[config.mk]
export PLATFORM = sky130hd
export DESIGN_NAME = float_byte_truncate_packer_core
export DESIGN_NICKNAME = d
export VERILOG_FILES = /design/src/hw/rtl/fbtp_pkg.sv /design/src/hw/rtl/fbtp_merge.sv /design/src/hw/rtl/fbtp_out_fifo.sv /design/src/hw/rtl/float_byte_truncate_packer_core.sv
export SDC_FILE = /design/constraint.sdc
export NUM_CORES = 1
export LEC_CHECK = 0
export BUFFER_PORTS_ARGS = -buffer_cell sky130_fd_sc_hd__buf_2
export CAP_MARGIN = 20
export CORE_MARGIN = 4
export CORE_UTILIZATION = 55
export CTS_CLUSTER_SIZE = 28
export DETAILED_ROUTE_END_ITERATION = 12
export HOLD_SLACK_MARGIN = 0.02
export PLACE_DENSITY = 0.74
export SLEW_MARGIN = 20
export SYNTH_ARGS = -nofsm -noshare
export SYNTH_HDL_FRONTEND = slang
export SYNTH_HIERARCHICAL = 1
export SYNTH_SLANG_ARGS = --single-unit
[constraint.sdc]
create_clock -name i_clk -period 7.7 [get_ports i_clk]
set_input_delay 1.54 -clock i_clk [delete_from_list [all_inputs] [get_ports i_clk]]
set_output_delay 1.54 -clock i_clk [all_outputs]
set_load 0.01 [all_outputs]
[src/hw/rtl/fbtp_pkg.sv]
// fbtp_pkg: shared types, constants and helpers for the float byte truncate packer
// no dependencies; imported by every module of the block

package fbtp_pkg;

    localparam int unsigned BYTE_W        = 8;
    localparam int unsigned WORD_BYTES    = 4;
    localparam int unsigned WORD_W        = BYTE_W * WORD_BYTES;
    localparam int unsigned PEND_W        = BYTE_W * (WORD_BYTES - 1);
    localparam int unsigned KBITS_W       = 6;
    localparam int unsigned KBYTES_W      = 3;
    localparam int unsigned CNT_W         = 2;
    localparam int unsigned OUT_DEPTH_DEF = 4;

    localparam logic [KBITS_W-1:0] KBITS_RESET = KBITS_W'(16);

    typedef struct packed {
        logic              last;
        logic [WORD_W-1:0] word;
    } t_out_entry;

    // results of one item: 0..2 words, first one in e0
    typedef struct packed {
        logic [1:0] num;
        t_out_entry e0;
        t_out_entry e1;
    } t_merge_res;

    // whole bytes kept per value, 1..4
    function automatic logic [KBYTES_W-1:0] bytes_kept(input logic [KBITS_W-1:0] bits);
        logic [KBITS_W-1:0] sum;
        sum = bits + KBITS_W'(BYTE_W - 1);
        if (bits == '0) begin
            bytes_kept = KBYTES_W'(1);
        end else if (bits > KBITS_W'(WORD_W)) begin
            bytes_kept = KBYTES_W'(WORD_BYTES);
        end else begin
            // bits is 1..32 here, so the sum stays below 40
            bytes_kept = sum[KBITS_W-1:3];
        end
    endfunction

endpackage

[src/hw/rtl/fbtp_merge.sv]
// fbtp_merge: byte truncation, merge with waiting bytes and word split
// depends on fbtp_pkg

module fbtp_merge (
    input  logic                          i_clk,
    input  logic                          i_rst_n,
    input  logic                          i_advance,
    input  logic [fbtp_pkg::KBYTES_W-1:0] i_kept,
    input  logic [fbtp_pkg::WORD_W-1:0]   i_word,
    input  logic                          i_last,
    output fbtp_pkg::t_merge_res          o_res
);
    import fbtp_pkg::*;

    localparam int unsigned MERGE_W = WORD_W + PEND_W;

    logic [PEND_W-1:0]   r_pend_bytes;
    logic [CNT_W-1:0]    r_pend_count;
    logic [PEND_W-1:0]   n_pend_bytes;
    logic [CNT_W-1:0]    n_pend_count;

    logic [WORD_W-1:0]   kept;
    logic [MERGE_W-1:0]  merged;
    logic [KBYTES_W-1:0] total;
    logic [KBYTES_W-1:0] rem_total;
    logic                full;
    logic [MERGE_W-1:0]  rem;

    always_comb begin
        kept      = i_word >> {(KBYTES_W'(WORD_BYTES) - i_kept), 3'b000};
        merged    = {{WORD_W{1'b0}}, r_pend_bytes}
                  | ({{PEND_W{1'b0}}, kept} << {r_pend_count, 3'b000});
        total     = {1'b0, r_pend_count} + i_kept;
        full      = total[KBYTES_W-1];
        rem_total = full ? (total - KBYTES_W'(WORD_BYTES)) : total;
        rem       = full ? (merged >> WORD_W) : merged;

        o_res.e0.word = merged[WORD_W-1:0];
        o_res.e0.last = i_last && !(full && (rem_total != '0));
        o_res.e1.word = rem[WORD_W-1:0];
        o_res.e1.last = 1'b1;
        if (i_last) begin
            o_res.num = (full && (rem_total != '0)) ? 2'd2 : 2'd1;
        end else begin
            o_res.num = full ? 2'd1 : 2'd0;
        end

        if (i_last) begin
            n_pend_bytes = '0;
            n_pend_count = '0;
        end else begin
            n_pend_bytes = rem[PEND_W-1:0];
            n_pend_count = rem_total[CNT_W-1:0];
        end
    end

    always_ff @(posedge i_clk) begin
        if (!i_rst_n) begin
            r_pend_bytes <= '0;
            r_pend_count <= '0;
        end else if (i_advance) begin
            r_pend_bytes <= n_pend_bytes;
            r_pend_count <= n_pend_count;
        end
    end

    a_flush_empties: assert property (@(posedge i_clk) disable iff (!i_rst_n)
        i_advance && i_last |=> r_pend_count == '0 && r_pend_bytes == '0)
        else $error("waiting bytes left after a flush");

    a_pend_clean: assert property (@(posedge i_clk) disable iff (!i_rst_n)
        (r_pend_count == 2'd0 -> r_pend_bytes == '0)
        && (r_pend_count == 2'd1 -> r_pend_bytes[PEND_W-1:BYTE_W] == '0)
        && (r_pend_count == 2'd2 -> r_pend_bytes[PEND_W-1:2*BYTE_W] == '0))
        else $error("stale bytes above the waiting count");

endmodule

[src/hw/rtl/fbtp_out_fifo.sv]
// fbtp_out_fifo: small result queue taking up to two words per cycle
// depends on fbtp_pkg

module fbtp_out_fifo #(
    parameter int unsigned DEPTH = fbtp_pkg::OUT_DEPTH_DEF
) (
    input  logic                        i_clk,
    input  logic                        i_rst_n,
    input  fbtp_pkg::t_merge_res        i_push,
    input  logic                        i_push_en,
    output logic                        o_room2,
    output logic                        o_valid,
    input  logic                        i_ready,
    output logic [fbtp_pkg::WORD_W-1:0] o_word,
    output logic                        o_last
);
    import fbtp_pkg::*;

    localparam int unsigned PTR_W = (DEPTH > 1) ? $clog2(DEPTH) : 1;
    localparam int unsigned CW    = $clog2(DEPTH + 1);

    t_out_entry       r_mem [DEPTH];
    logic [PTR_W-1:0] r_wr;
    logic [PTR_W-1:0] r_rd;
    logic [CW-1:0]    r_count;
    logic [PTR_W-1:0] n_wr;
    logic [PTR_W-1:0] n_rd;
    logic [CW-1:0]    n_count;
    logic [PTR_W-1:0] wr_next;
    logic [1:0]       num;
    logic             pop;
    logic [CW-1:0]    after_pop;

    function automatic logic [PTR_W-1:0] ptr_inc(input logic [PTR_W-1:0] p);
        ptr_inc = (p == PTR_W'(DEPTH - 1)) ? '0 : p + PTR_W'(1);
    endfunction

    always_comb begin
        num       = i_push_en ? i_push.num : 2'd0;
        pop       = o_valid && i_ready;
        after_pop = r_count - CW'(pop);
        o_room2   = after_pop <= CW'(DEPTH - 2);
        wr_next   = ptr_inc(r_wr);
        n_rd      = pop ? ptr_inc(r_rd) : r_rd;
        unique case (num)
            2'd1:    n_wr = wr_next;
            2'd2:    n_wr = ptr_inc(wr_next);
            default: n_wr = r_wr;
        endcase
        n_count   = after_pop + CW'(num);
    end

    assign o_valid = r_count != '0;
    assign o_word  = r_mem[r_rd].word;
    assign o_last  = r_mem[r_rd].last;

    always_ff @(posedge i_clk) begin
        if (num != 2'd0) begin
            r_mem[r_wr] <= i_push.e0;
        end
        if (num == 2'd2) begin
            r_mem[wr_next] <= i_push.e1;
        end
    end

    always_ff @(posedge i_clk) begin
        if (!i_rst_n) begin
            r_wr    <= '0;
            r_rd    <= '0;
            r_count <= '0;
        end else begin
            r_wr    <= n_wr;
            r_rd    <= n_rd;
            r_count <= n_count;
        end
    end

    a_no_overflow: assert property (@(posedge i_clk) disable iff (!i_rst_n)
        r_count <= CW'(DEPTH))
        else $error("result queue overflow");

    a_push_has_room: assert property (@(posedge i_clk) disable iff (!i_rst_n)
        i_push_en |-> after_pop + CW'(num) <= CW'(DEPTH))
        else $error("push into a queue without room");

endmodule

[src/hw/rtl/float_byte_truncate_packer_core.sv]
// float_byte_truncate_packer_core: top level of the float byte truncate packer
// depends on fbtp_pkg, fbtp_merge and fbtp_out_fifo

// Packs 32-bit float bit patterns into a dense byte stream. Each value keeps
// its top ceil(kept_bits/8) bytes (kept_bits 0 acts as 1, above 32 as 32),
// appended low kept byte first; the stream leaves as 32-bit words with the
// earliest byte in bits 7:0. A transfer with s_axis_tlast flushes any partial
// word padded with zero bytes and marks the final word with m_axis_tlast.
// Rate: one input transfer per cycle sustained while the output side takes a
// word per cycle. An accepted value sits in the input register, is merged with
// up to three waiting bytes in one pass and lands in a four-entry result queue;
// the first resulting word is registered into the queue when the held value
// advances and is offered from the queue head. A final value may yield two words,
// drained one per cycle while the consumer is ready; the input register only
// advances when the queue has room for two words, so a slow consumer stalls
// the input side as soon as three words wait and none leaves.
// kept_bits is written through the cfg channel (always ready) and must only
// change while the block holds no unfinished value.

module float_byte_truncate_packer_core #(
    parameter int unsigned OUT_DEPTH = fbtp_pkg::OUT_DEPTH_DEF
) (
    input  logic                           i_clk,
    input  logic                           i_rst_n,
    // configuration write channel
    input  logic                           i_cfg_valid,
    output logic                           o_cfg_ready,
    input  logic [fbtp_pkg::KBITS_W-1:0]   i_cfg_data,   // kept_bits
    // input stream
    input  logic                           s_axis_tvalid,
    output logic                           s_axis_tready,
    input  logic [fbtp_pkg::WORD_W-1:0]    s_axis_tdata, // float_word
    input  logic                           s_axis_tlast, // is_last
    // output stream
    output logic                           m_axis_tvalid,
    input  logic                           m_axis_tready,
    output logic [fbtp_pkg::WORD_W-1:0]    m_axis_tdata, // packed_word
    output logic                           m_axis_tlast  // last_word
);
    import fbtp_pkg::*;

    // precision register
    logic [KBITS_W-1:0]  r_kept_bits;
    // input register
    logic                r_in_valid;
    logic [WORD_W-1:0]   r_in_word;
    logic                r_in_last;

    logic                advance;
    logic                room2;
    logic                in_xfer;
    logic [KBYTES_W-1:0] kept_bytes;
    t_merge_res          res;

    assign o_cfg_ready   = 1'b1;
    assign kept_bytes    = bytes_kept(r_kept_bits);

    // the held value moves into the queue only if two words fit
    assign advance       = r_in_valid && room2;
    assign s_axis_tready = !r_in_valid || advance;
    assign in_xfer       = s_axis_tvalid && s_axis_tready;

    always_ff @(posedge i_clk) begin
        if (!i_rst_n) begin
            r_kept_bits <= KBITS_RESET;
            r_in_valid  <= 1'b0;
        end else begin
            if (i_cfg_valid && o_cfg_ready) begin
                r_kept_bits <= i_cfg_data;
            end
            if (in_xfer) begin
                r_in_valid <= 1'b1;
            end else if (advance) begin
                r_in_valid <= 1'b0;
            end
        end
    end

    // payload capture, no reset needed
    always_ff @(posedge i_clk) begin
        if (in_xfer) begin
            r_in_word <= s_axis_tdata;
            r_in_last <= s_axis_tlast;
        end
    end

    fbtp_merge u_merge (
        .i_clk     (i_clk),
        .i_rst_n   (i_rst_n),
        .i_advance (advance),
        .i_kept    (kept_bytes),
        .i_word    (r_in_word),
        .i_last    (r_in_last),
        .o_res     (res)
    );

    fbtp_out_fifo #(
        .DEPTH (OUT_DEPTH)
    ) u_out_fifo (
        .i_clk     (i_clk),
        .i_rst_n   (i_rst_n),
        .i_push    (res),
        .i_push_en (advance),
        .o_room2   (room2),
        .o_valid   (m_axis_tvalid),
        .i_ready   (m_axis_tready),
        .o_word    (m_axis_tdata),
        .o_last    (m_axis_tlast)
    );

    // a held value is never lost: it either advances or is still held
    a_hold: assert property (@(posedge i_clk) disable iff (!i_rst_n)
        r_in_valid && !advance |=> r_in_valid)
        else $error("held input value dropped");

    // a final value always produces at least one word
    a_last_words: assert property (@(posedge i_clk) disable iff (!i_rst_n)
        advance && r_in_last |-> res.num != 2'd0 && (res.num == 2'd2 || res.e0.last))
        else $error("final value without a marked word");

endmodule
==> out/metrics.csv <==
metric,value,unit
outcome,"complete, no violations",
GP Congestion,1.02,
Layout Utilization,0.619,
largest net degree at the start of global routing,48,
cts hold-fix bufs,0,
Top-Level Pins,80,
# clock sinks,207,
Peak Freq,0.188,GHz
fin crit share,0.690,
GRT Util Overall,0.233,
ANT nets after route,0,
Overall Power,4.05,mW
maximum vdd drop,191,uV
Buffers on Ports,78,
Post-Syn Area,0.0117,mm^2
unrepaired setup endpoints after global routing,no,
vias in the first global route,7676,
final WL,27.8,mm
drt first pass iters,8,
layout cell share with drive strength beyond 1,0.361,
1st-iter DRT viols,772,
Die X,154,um
post-DP HPWL,18.8,mm
fillers,1638,
Slew Limit Fails,0,
largest family of logic cells by synthesized area,multiplexers,
startpoint class of the critical path,flop,
Synthesized Nets,941,
Clock Skews,0.0245,ns
FP Rows,53,
DP Area,0.0121,mm^2
mux cell area share after synthesis,0.234,
Post-synth EDFFs,165,
# diodes,0,
first-pass GRT wire length,43.9,mm
grt total ovfl,0,
Post-Synthesis Cells,880,
Synth Area in Adders,0.0195,
sequential fraction of the synthesis area,0.495,
TritonCTS clock tree,built,
commonest register cell after synthesis,edfxtp_1,
Worst-Skew Late Latency,0.51,ns
initial antenna violation count,0,
MaxCap Viol Count,0,
final setup TNS,0,ns
worst-path fanout max,47,
Clock Path Buffers,3,
vias per inst,6.32,
DRC,0,
simple-gate share of the synthesized area,0.0605,
Layout area overhead,10.8,%
Syn Area/Cell,13.3,um^2
Leak,4.79,nW
Synth Warn #,6,
Worst-path clk slew,0.06,ns
Post-CTS Resized,0,
Num CTS Buffers,22,
total number of vias,7676,
Post CTS Setup Buffer Count,0,
Final Non-Filler Cells,1214,
fin area,0.0130,mm^2
CP Class,flop to flop,
compound-cell area share of the yosys netlist,0.128,
Finish-stage setup viols,0,
Clock Tree Root,clkbuf_16,
DIE AREA,0.0237,mm^2
core area,0.0210,mm^2
CP Data Arrival Time,5.48,ns
Slew headroom,0.215,
WP data required,7.87,ns
flop and latch count out of synthesis,207,
"FFs w/ async S/R, synth",0,
Synth Area in XOR/XNOR,0.00684,
wire length per cell,22.9,um
Critical Path Sink Type,flop,
PD cells,312,mW/mm^2
count of cell types in the netlist,67,
Tightest Pin Transition,1.17,ns
htree depth,1,
Die H,154,um
worst min path class,flop to flop,
dpl cells,1172,
Final min period,5.31,ns
Starting Density,0.559,
"Hold Vio Cnt, Final",0,
Final nets,984,
[cells by family after synthesis]
logic type | Yosys count
AO/OA/AOI/OAI | 206
XOR/XNOR | 7
adder cells (fa/ha/maj) | 17
buffers and inverters | 111
flip-flops | 207
multiplexers | 205
other | 2
AND/OR/NAND/NOR | 125
[cell usage after synthesis (3+ instances only)]
cell,instances,share of area
or3_1,3,0.0016
and3_1,6,0.0032
nor3_1,10,0.0043
a221oi_2,3,0.0038
a2111oi_2,3,0.0038
and2_1,7,0.0037
buf_1,4,0.0013
a211oi_1,11,0.0071
buf_6,16,0.015
o2bb2ai_1,16,0.012
a21o_1,7,0.0045
buf_12,3,0.0051
buf_4,12,0.0077
inv_1,37,0.012
a22oi_1,14,0.0090
nand3_1,5,0.0021
mux2i_1,31,0.027
nor2b_1,12,0.0064
nand2_1,22,0.0071
edfxtp_1,165,0.42
a31oi_1,8,0.0043
nor4_1,8,0.0043
nand3b_1,8,0.0051
mux2_2,130,0.13
ha_1,15,0.016
a221oi_1,4,0.0030
clkbuf_1,21,0.0067
o22ai_1,22,0.012
nor2_1,26,0.0083
buf_2,16,0.0068
a31o_2,5,0.0037
mux4_2,40,0.077
nand2_2,3,0.0016
dfxtp_1,42,0.072
a211oi_2,10,0.011
xnor2_1,4,0.0030
o211ai_1,17,0.011
a21oi_1,42,0.018
o21ai_0,35,0.015
[where the power goes]
group / leakage (nW) / internal, mW / switching [mW]
sequential: 1.88 / 1.41 / 0.0676
clock: 0.399 / 0.754 / 0.441
combinational: 2.51 / 0.592 / 0.791
total: 4.79 / 2.75 / 1.30
[worst max-delay path, stage by stage, from the launching register on]
cell and delay [ns]:
dfxtp_1 0.32, o31a_1 0.37, a211oi_4 0.21, buf_4 0.47, ha_1 0.23, inv_1 0.05
fa_1 0.46, xor2_1 0.18, buf_4 0.22, a21oi_1 0.20, and2_1 0.17, nor2_1 0.05
and2_1 0.16, inv_1 0.07, ha_1 0.34, nand2_2 0.58, o21ai_4 0.36, buf_4 0.41
[routing by layer]
layer  global-route usage  vias up  share of wire
li1                     -     3529              -
met5                    0        -              0
met4               0.0744        0          0.038
met2                0.362      349           0.45
met1                0.337     3728           0.44
met3               0.0411       70          0.077
[cell type report]
type / instances / area [um^2] / share of cell area
flip-flops and latches: 207 / 5800 / 0.447
multi-input cells: 562 / 5330 / 0.411
clock buffers: 28 / 594 / 0.0458
repair buffers: 91 / 528 / 0.0407
well taps: 275 / 344 / 0.0265
clock inverters: 12 / 228 / 0.0176
inverters: 39 / 146 / 0.0113
[sequential cells by signal, indices dropped and copies added (netlist names), named ones only]
register	flops
r_in_last	1
r_in_valid	1
r_in_word	32
r_kept_bits	6
u_merge/r_pend_bytes	24
u_merge/r_pend_count	2
u_out_fifo/r_count	3
u_out_fifo/r_mem	132
u_out_fifo/r_rd	2
u_out_fifo/r_wr	2
[final timing paths]
check | end | startpoint | slack, ns | cells past startpoint
worst min register to register | r_kept_bits[3] | r_kept_bits[3] | 0.54 | 2
worst min-delay path | r_kept_bits[3] | r_kept_bits[3] | 0.54 | 2
worst max register to register | u_out_fifo/r_mem[3][27] | r_kept_bits[0] | 2.39 | 17
worst max-delay path | u_out_fifo/r_mem[3][27] | r_kept_bits[0] | 2.39 | 17
[per-stage QoR]
stage                     setup WS, ns  hold WS [ns]
after floorplan                   1.94         0.479
after global placement            2.30         0.524
after detailed placement          2.10         0.533
after CTS                         2.33         0.540
after global routing              2.08         0.578
final                             2.39         0.541
[cell usage in the layout, fill, tap and decap left out, types with 6 or more instances in the layout]
cell       count
edfxtp_1     165
nor2_1        25
mux2_2       130
nand3b_1       8
nor4_1         8
o22ai_1       22
a31oi_1        8
o2bb2ai_1     16
inv_1         37
a21o_1         7
a22oi_1       14
nand2_1       22
clkbuf_16     23
ha_1          15
a211oi_1      10
o21ai_0       30
mux2i_1       31
nor2b_1       12
buf_2         78
o211ai_1      17
dfxtp_1       41
a21oi_1       42
and3_1         6
a211oi_2      10
nor3_1        10
buf_4         11
and2_1         7
bufinv_16      6
mux4_2        40
(Power assumes the default switching activity.)
